$ cat config.mk
export PLATFORM = sky130hd
export DESIGN_NAME = cca_cell
export DESIGN_NICKNAME = d
export VERILOG_FILES = /design/src/rtl/cca_pkg.sv /design/src/rtl/cca_cell.sv
export SDC_FILE = /design/constraint.sdc
export NUM_CORES = 1
export LEC_CHECK = 0
export BUFFER_PORTS_ARGS = -buffer_cell sky130_fd_sc_hd__buf_2
export CAP_MARGIN = 20
export CORE_MARGIN = 2
export CORE_UTILIZATION = 35
export CTS_CLUSTER_SIZE = 16
export DETAILED_ROUTE_END_ITERATION = 8
export GPL_TIMING_DRIVEN = 0
export PLACE_DENSITY = 0.67
export SLEW_MARGIN = 20
export SYNTH_ARGS = -nofsm -noshare
export SYNTH_HDL_FRONTEND = slang
export SYNTH_SLANG_ARGS = --single-unit
$ cat constraint.sdc
create_clock -name i_clk -period 2.3 [get_ports i_clk]
set_input_delay 0.23 -clock i_clk [delete_from_list [all_inputs] [get_ports i_clk]]
set_output_delay 0.23 -clock i_clk [all_outputs]
set_load 0.01 [all_outputs]
$ cat src/rtl/cca_pkg.sv
// Shared widths, defaults and types for the contiguous chunk allocator.
`default_nettype none

package cca_pkg;

    // Field widths of the channels
    localparam int KIND_W       = 1;
    localparam int REQ_BYTES_W  = 16;
    localparam int START_W      = 6;
    localparam int COUNT_W      = 7;
    localparam int POOL_W       = 7;
    localparam int RUN_START_W  = 6;
    localparam int RUN_LEN_W    = 7;
    localparam int USED_BYTES_W = 15;

    // Defaults for the top-level parameters
    localparam int NUM_CHUNKS_DEF  = 64;
    localparam int CHUNK_BYTES_DEF = 256;

    // Pool register after reset
    localparam logic [POOL_W-1:0] POOL_RESET = 7'd64;

    typedef enum logic {
        KIND_ALLOC = 1'b0,
        KIND_FREE  = 1'b1
    } t_kind;

    // Broadcast from the controller to every cell
    typedef struct packed {
        t_kind kind;   // mode of the wave now running
        logic  mark;   // set busy over [lo, hi]
    } t_cmd;

    // Flags that travel with the scan wave
    typedef struct packed {
        logic go;      // wave front is here
        logic hit;     // a run has been found below this cell
        logic stop;    // free met a chunk that was already free
    } t_wave_flags;

endpackage

`default_nettype wire

$ cat src/rtl/cca_cell.sv
// One chunk of the busy map plus its stage of the scan wave.
`default_nettype none

module cca_cell
    import cca_pkg::*;
#(
    parameter int NUM_CHUNKS  = NUM_CHUNKS_DEF,
    parameter int CHUNK_BYTES = CHUNK_BYTES_DEF,
    parameter int CELL_IDX    = 0
) (
    input  wire logic                               i_clk,
    input  wire logic                               i_rst_n,
    input  wire t_cmd                               i_cmd,
    input  wire logic [$clog2(NUM_CHUNKS)-1:0]      i_lo,
    input  wire logic [$clog2(NUM_CHUNKS)-1:0]      i_hi,
    input  wire logic [$clog2(NUM_CHUNKS+1)-1:0]    i_pool,
    input  wire logic [REQ_BYTES_W-1:0]             i_bytes,
    input  wire t_wave_flags                        i_flags,
    input  wire logic [$clog2(NUM_CHUNKS+1)-1:0]    i_run,
    input  wire logic [$clog2(NUM_CHUNKS*CHUNK_BYTES+1)-1:0] i_rbytes,
    input  wire logic [$clog2(NUM_CHUNKS)-1:0]      i_end,
    output t_wave_flags                             o_flags,
    output logic [$clog2(NUM_CHUNKS+1)-1:0]         o_run,
    output logic [$clog2(NUM_CHUNKS*CHUNK_BYTES+1)-1:0] o_rbytes,
    output logic [$clog2(NUM_CHUNKS)-1:0]           o_end
);

    localparam int IW   = $clog2(NUM_CHUNKS);
    localparam int CW   = $clog2(NUM_CHUNKS + 1);
    localparam int BW   = $clog2(NUM_CHUNKS * CHUNK_BYTES + 1);
    localparam int CMPW = (BW > REQ_BYTES_W) ? BW : REQ_BYTES_W;

    logic          r_busy,  n_busy;
    t_wave_flags   r_flags, n_flags;
    logic [CW-1:0] r_run,   n_run;
    logic [BW-1:0] r_rb,    n_rb;
    logic [IW-1:0] r_end,   n_end;

    logic          in_pool;
    logic          in_range;
    logic [BW-1:0] rb_sum;

    assign in_pool  = CW'(CELL_IDX) < i_pool;
    assign in_range = (IW'(CELL_IDX) >= i_lo) && (IW'(CELL_IDX) <= i_hi);
    assign rb_sum   = i_rbytes + BW'(CHUNK_BYTES);

    always_comb begin
        n_busy  = r_busy;
        n_flags = i_flags;
        n_run   = i_run;
        n_rb    = i_rbytes;
        n_end   = i_end;
        if (i_flags.go) begin
            if (i_cmd.kind == KIND_ALLOC) begin
                // run is frozen once found further down
                if (!i_flags.hit) begin
                    if (r_busy || !in_pool) begin
                        n_run = '0;
                        n_rb  = '0;
                    end else begin
                        n_run = i_run + CW'(1);
                        n_rb  = rb_sum;
                        // shortest run whose bytes exceed the request
                        if (CMPW'(rb_sum) > CMPW'(i_bytes)) begin
                            n_flags.hit = 1'b1;
                            n_end       = IW'(CELL_IDX);
                        end
                    end
                end
            end else begin
                // free: run counts cleared chunks
                if (in_range && !i_flags.stop) begin
                    if (r_busy) begin
                        n_busy = 1'b0;
                        n_run  = i_run + CW'(1);
                    end else begin
                        n_flags.stop = 1'b1;
                    end
                end
            end
        end
        if (i_cmd.mark && in_range) begin
            n_busy = 1'b1;
        end
    end

    always_ff @(posedge i_clk) begin
        if (!i_rst_n) begin
            r_busy  <= 1'b0;
            r_flags <= '0;
        end else begin
            r_busy  <= n_busy;
            r_flags <= n_flags;
        end
        r_run <= n_run;
        r_rb  <= n_rb;
        r_end <= n_end;
    end

    assign o_flags  = r_flags;
    assign o_run    = r_run;
    assign o_rbytes = r_rb;
    assign o_end    = r_end;

endmodule

`default_nettype wire

Yosys cells after proc, flatten, opt, wreduce, memory -nomap -nowiden --
Index checks and enable logic that the tools add are counted.
Word-level totals: flip-flop bits (word level) 32, input bits 70, output and inout port bits 31
Operators by class: $lt $le $gt $ge 4, muxes and demuxes 27, reductions and logical operators 10, add/subtract/negate cells 2
Operator list (number):
- 2-to-1 mux 15 bit | 4
- 2-to-1 mux 7 bit | 6
- 2-to-1 mux 6 bit | 5
- > comparator 15 x 16 -> 1 bit | 1
- adder 15 x 9 -> 15 bit (second input constant) | 1
- 2-to-1 mux 1 bit | 11
- adder 7 x 1 -> 7 bit (second input constant) | 1
- < comparator 1 x 7 -> 1 bit (first input constant) | 1
- >= comparator 1 x 6 -> 1 bit (first input constant) | 1
- <= comparator 1 x 6 -> 1 bit (first input constant) | 1
- nonzero test 2 bit | 3
- logical AND 1 bit | 3
- AND reduction 3 bit | 1
- zero test 1 bit | 2
- 2-to-1 mux 2 bit | 1
- logical OR 1 bit | 1

Depth between registers and ports, before layout --
depth in word-level cells 7, gate-level depth with buffers 10

Least setup slack after synthesis --
No wires, ideal clock.
path kind input port to flip-flop, start input port i_rbytes[8], end register r_end[0] (netlist: o_end[0]), required time 2.172 ns, path slack 0.201 ns, setup time 0.128 ns, stages 10, path buffers 0, arrival time 1.972 ns, path through ha_1 > nand2_1 > nor2_1 > xor2_1 > ha_1 > nand4b_1 > nor4_1 > or4_4 > a31oi_4 > a21boi_0
On the way: longest elaborated chain between the ends 7
RTL lines:
- start: declaration | RTL line cca_cell.sv:20 | input wire logic [$clog2(NUM_CHUNKS*CHUNK_BYTES+1)-1:0] i_rbytes,
- adder 15 x 9 -> 15 bit | RTL line cca_cell.sv:45 | assign rb_sum = i_rbytes + BW'(CHUNK_BYTES);
- > comparator 15 x 16 -> 1 bit | RTL line cca_cell.sv:64 | if (CMPW'(rb_sum) > CMPW'(i_bytes)) begin
- 2-to-1 mux 6 bit | RTL line cca_cell.sv:64
- 2-to-1 mux 6 bit | RTL line cca_cell.sv:57 | if (r_busy || !in_pool) begin
- 2-to-1 mux 6 bit | RTL line cca_cell.sv:56 | if (!i_flags.hit) begin
- 2-to-1 mux 6 bit | RTL line cca_cell.sv:54 | if (i_cmd.kind == KIND_ALLOC) begin
- 2-to-1 mux 6 bit | RTL line cca_cell.sv:53 | if (i_flags.go) begin
- named net n_end[0] | RTL line cca_cell.sv:37 | logic [IW-1:0] r_end, n_end;
- end signal: assignment | RTL line cca_cell.sv:97 | r_end <= n_end;
- end: declaration | RTL line cca_cell.sv:37
The timed path passes the listed nets, and every way through them passes these cells. A chain may end at the register's enable or synchronous reset.

Worst setup path after layout --
start input port i_rbytes[8], end register r_end[5] (netlist: o_end[5])
Same word-level chain as after synthesis.

==> metrics.cfg <==
[global_routing]
grt_usage_pct=15.9
overflow=0
grt_max_degree=11
antenna_found_initial=0
grt_use_met3_pct=4.80
met2_usage_pct=25.5
grt_pass1_vias=1549
use_met1_pct=20.3
gr-max-usage-layer=met2
grt_pass1_wl_um=6640

[cts]
clock_latency_ns=0.28
cts_buffer_depth=2
cts_buffers=5
cts-root-buf=clkbuf_8
h-tree-depth=2
cts.sinks=32
clkTransAtPathRegs_ns=0.07
cts_tree=yes

[power_and_ir_drop]
power_switching_uw=357
clkPwrFrac_pct=40.5
irDropWorstVdd_v=0.000227
power_density_nw_per_um2=606
power_frac_seq_pct=40.9
p_leak_uw=0.00122
intPower_uw=1100
pwr-share-comb_pct=18.6
finalPower_uw=1460
p_sw_share_pct=24.4

[detailed_routing]
route.detailed.drc=0
wl_per_cell_um=11.9
wirelength_um=4270
postRouteAntennaNets=0
drtIter0Drc=68
vias=1680
dr.pass1.iters=4
via_per_inst=4.67

[worst_setup_path]
crit_buf_inv=1
path_cells=buf_2, ha_4, nand2_1, nor2_1, xor2_1, ha_1, nand4b_1, nor4_1, or4_4, a31oi_4, a21boi_0
cp_slowest_cell=or4_4
start_kind=input pin
slowest_delay_ns=0.43
cp_max_fo=7
required_ns=2.45
arrival_ns=2.28
path_class=input pin to flop
cp-end-kind=flop
crit_family=simple AND/OR/NAND/NOR gates

[sta]
fin_crit_sh_pct=92.6
setup_violations=0
rsz0062_at_grt=false
max_slew.worst_pin.slew_ns=0.499
fmax_mhz=469
post-route-min-period_ns=2.13
timing.final.ws_setup_ns=0.169
drv_slew=0
relSlewSlack_pct=66.5
hold_violations=0
fin_skew_ns=0.00596

[logic_synthesis]
synthArstFlopShare_pct=0
synth.cell_area_um2=1710
avgSynthCellArea_um2=8.95
postSynthCellCount=191
synth_area_leaders=dfxtp_1 (37%), ha_1 (12%), inv_1 (4.6%)
synth_edf_count=0
yosys_warnings=0
seq_area_frac_synth_pct=37.5
ys.flop_type=dfxtp_1
synth_nets=278
synth_seq_cells=32
yosysTopAreaCell=dfxtp_1
synth_cell_type_count=41
synth_top_area_share_pct=37.5

[cells_and_area]
synthToLayoutAreaGrowth_pct=40.8
fin_util_pct=51.0
fin_nets=379
insertedDiodeCount=0
drive_gt1_share_pct=39.9
n_fill_cell=453

[die]
io_pins=101
num_rows=25
core-area_um2=4720
dieArea_um2=5460
die_x_um=73.9
start_util_pct=36.2
die_h_um=73.9

[min_path]
min_path_type=input pin to flop

[place]
port_buffers=92
hpwl_um=3470
place_ws_ns=-0.254
gp_congestion=0.810

[flow_run]
cap_violations=0

[run_status]
outcome=finished clean

metrics by stage:
stage	area [um2]	hold WS [ns]	std cells	setup TNS, ns
detailed placement	2250	0.469	350	-1.60
global placement	2250	0.460	350	-1.30
CTS	2380	0.168	358	0
floorplan	1710	0.329	191	0
global route	2410	0.179	360	0
finish	2410	0.176	360	0
worst paths after layout:
kind	start	end	slack, ns	cells past startpoint
setup / recovery	i_rbytes[8]	o_end[5]	0.17	11
setup reg to reg	r_busy	o_end[5]	0.67	4
hold reg to reg	r_busy	r_busy	0.54	2
hold / removal	i_rbytes[6]	o_rbytes[6]	0.18	2
worst reg2reg max path: stages, from the launching register on:
cell      delay (ns)
dfxtp_1         0.34
a21o_2          0.25
or4_4           0.50
a31oi_4         0.27
a21boi_0        0.14
area by class of cell:
type,instances,area [um2],area share [%]
plain buffers,3,15.0,0.623
clock buffers,7,96.3,4.00
clock inverters,1,30.0,1.25
inverters,21,78.8,3.27
multi-input cells,135,988,41.0
flip-flops and latches,32,641,26.6
well taps,67,83.8,3.48
repair buffers,94,475,19.7
what timing repair did:
item	4_1_cts	5_1_grt
setup buffers	0	2
gates resized for setup	0	3
setup endpoints to repair	0	7
endpoints found under the hold margin	0	0
hold buffers	0	0
routing by layer:
metal,wire [um],vias to the layer above
li1,-,875
met1,1980,727
met2,1880,73
met3,343,5
met4,60,0
met5,0,-
placed cells by master, fill, tap and decap left out, types with 2 or more instances in the layout:
| cell | Yosys | final |
|---|---|---|
| buf_2 | 1 | 93 |
| dfxtp_1 | 32 | 32 |
| inv_1 | 21 | 21 |
| ha_1 | 17 | 16 |
| nand2_1 | 15 | 15 |
| nor2_1 | 10 | 10 |
| nand3_1 | 9 | 9 |
| o21ai_0 | 9 | 9 |
| nor2b_1 | 9 | 9 |
| a21oi_1 | 9 | 9 |
| clkbuf_8 | 0 | 7 |
| a21boi_0 | 7 | 6 |
| a22o_1 | 4 | 4 |
| nand4_1 | 4 | 4 |
| xnor2_1 | 3 | 3 |
| xor2_1 | 3 | 3 |
| or2_2 | 3 | 3 |
| o21a_1 | 3 | 3 |
| clkbuf_2 | 2 | 2 |
| nor4_1 | 2 | 2 |
| nor3_1 | 2 | 2 |
| nand3b_1 | 2 | 2 |
| a21o_1 | 2 | 2 |
| o211ai_1 | 2 | 2 |
| and2_1 | 2 | 2 |
| a41oi_1 | 2 | 2 |
| buf_4 | 0 | 2 |
power groups by stage:
stage	logic, uW	clock network (uW)	registers [uW]
after global placement	260	0	609
after global routing	307	639	600
after CTS	269	616	596
final	271	592	596
after floorplan	119	0	630
after detailed placement	267	0	609
flip-flops by register name, summed over array words and instances, names as in the netlist:
signal / cells
o_rbytes: 15
o_end: 6
o_flags: 3
o_run: 7
r_busy: 1
kinds of logic (layout without fill, tap and decap cells):
family / count (synthesis) / count (layout) / synth area share (%)
compound gates: 46 / 46 / 19.5
xor+xnor: 6 / 6 / 3.07
fa+ha+maj: 17 / 17 / 12.4
buf+inv: 24 / 126 / 5.49
flops: 32 / 32 / 37.5
mux: 2 / 2 / 1.24
simple gates: 64 / 64 / 20.8
synthesized netlist by cell type (all sizes together) (4+ instances only):
cell / instances
dfxtp: 32
inv: 21
ha: 17
nand2: 15
nor2: 10
a21oi: 9
nand3: 9
nor2b: 9
o21ai: 9
a21boi: 7
a22o: 4
nand4: 4
No activity file was read; power rests on OpenSTA's default activity.
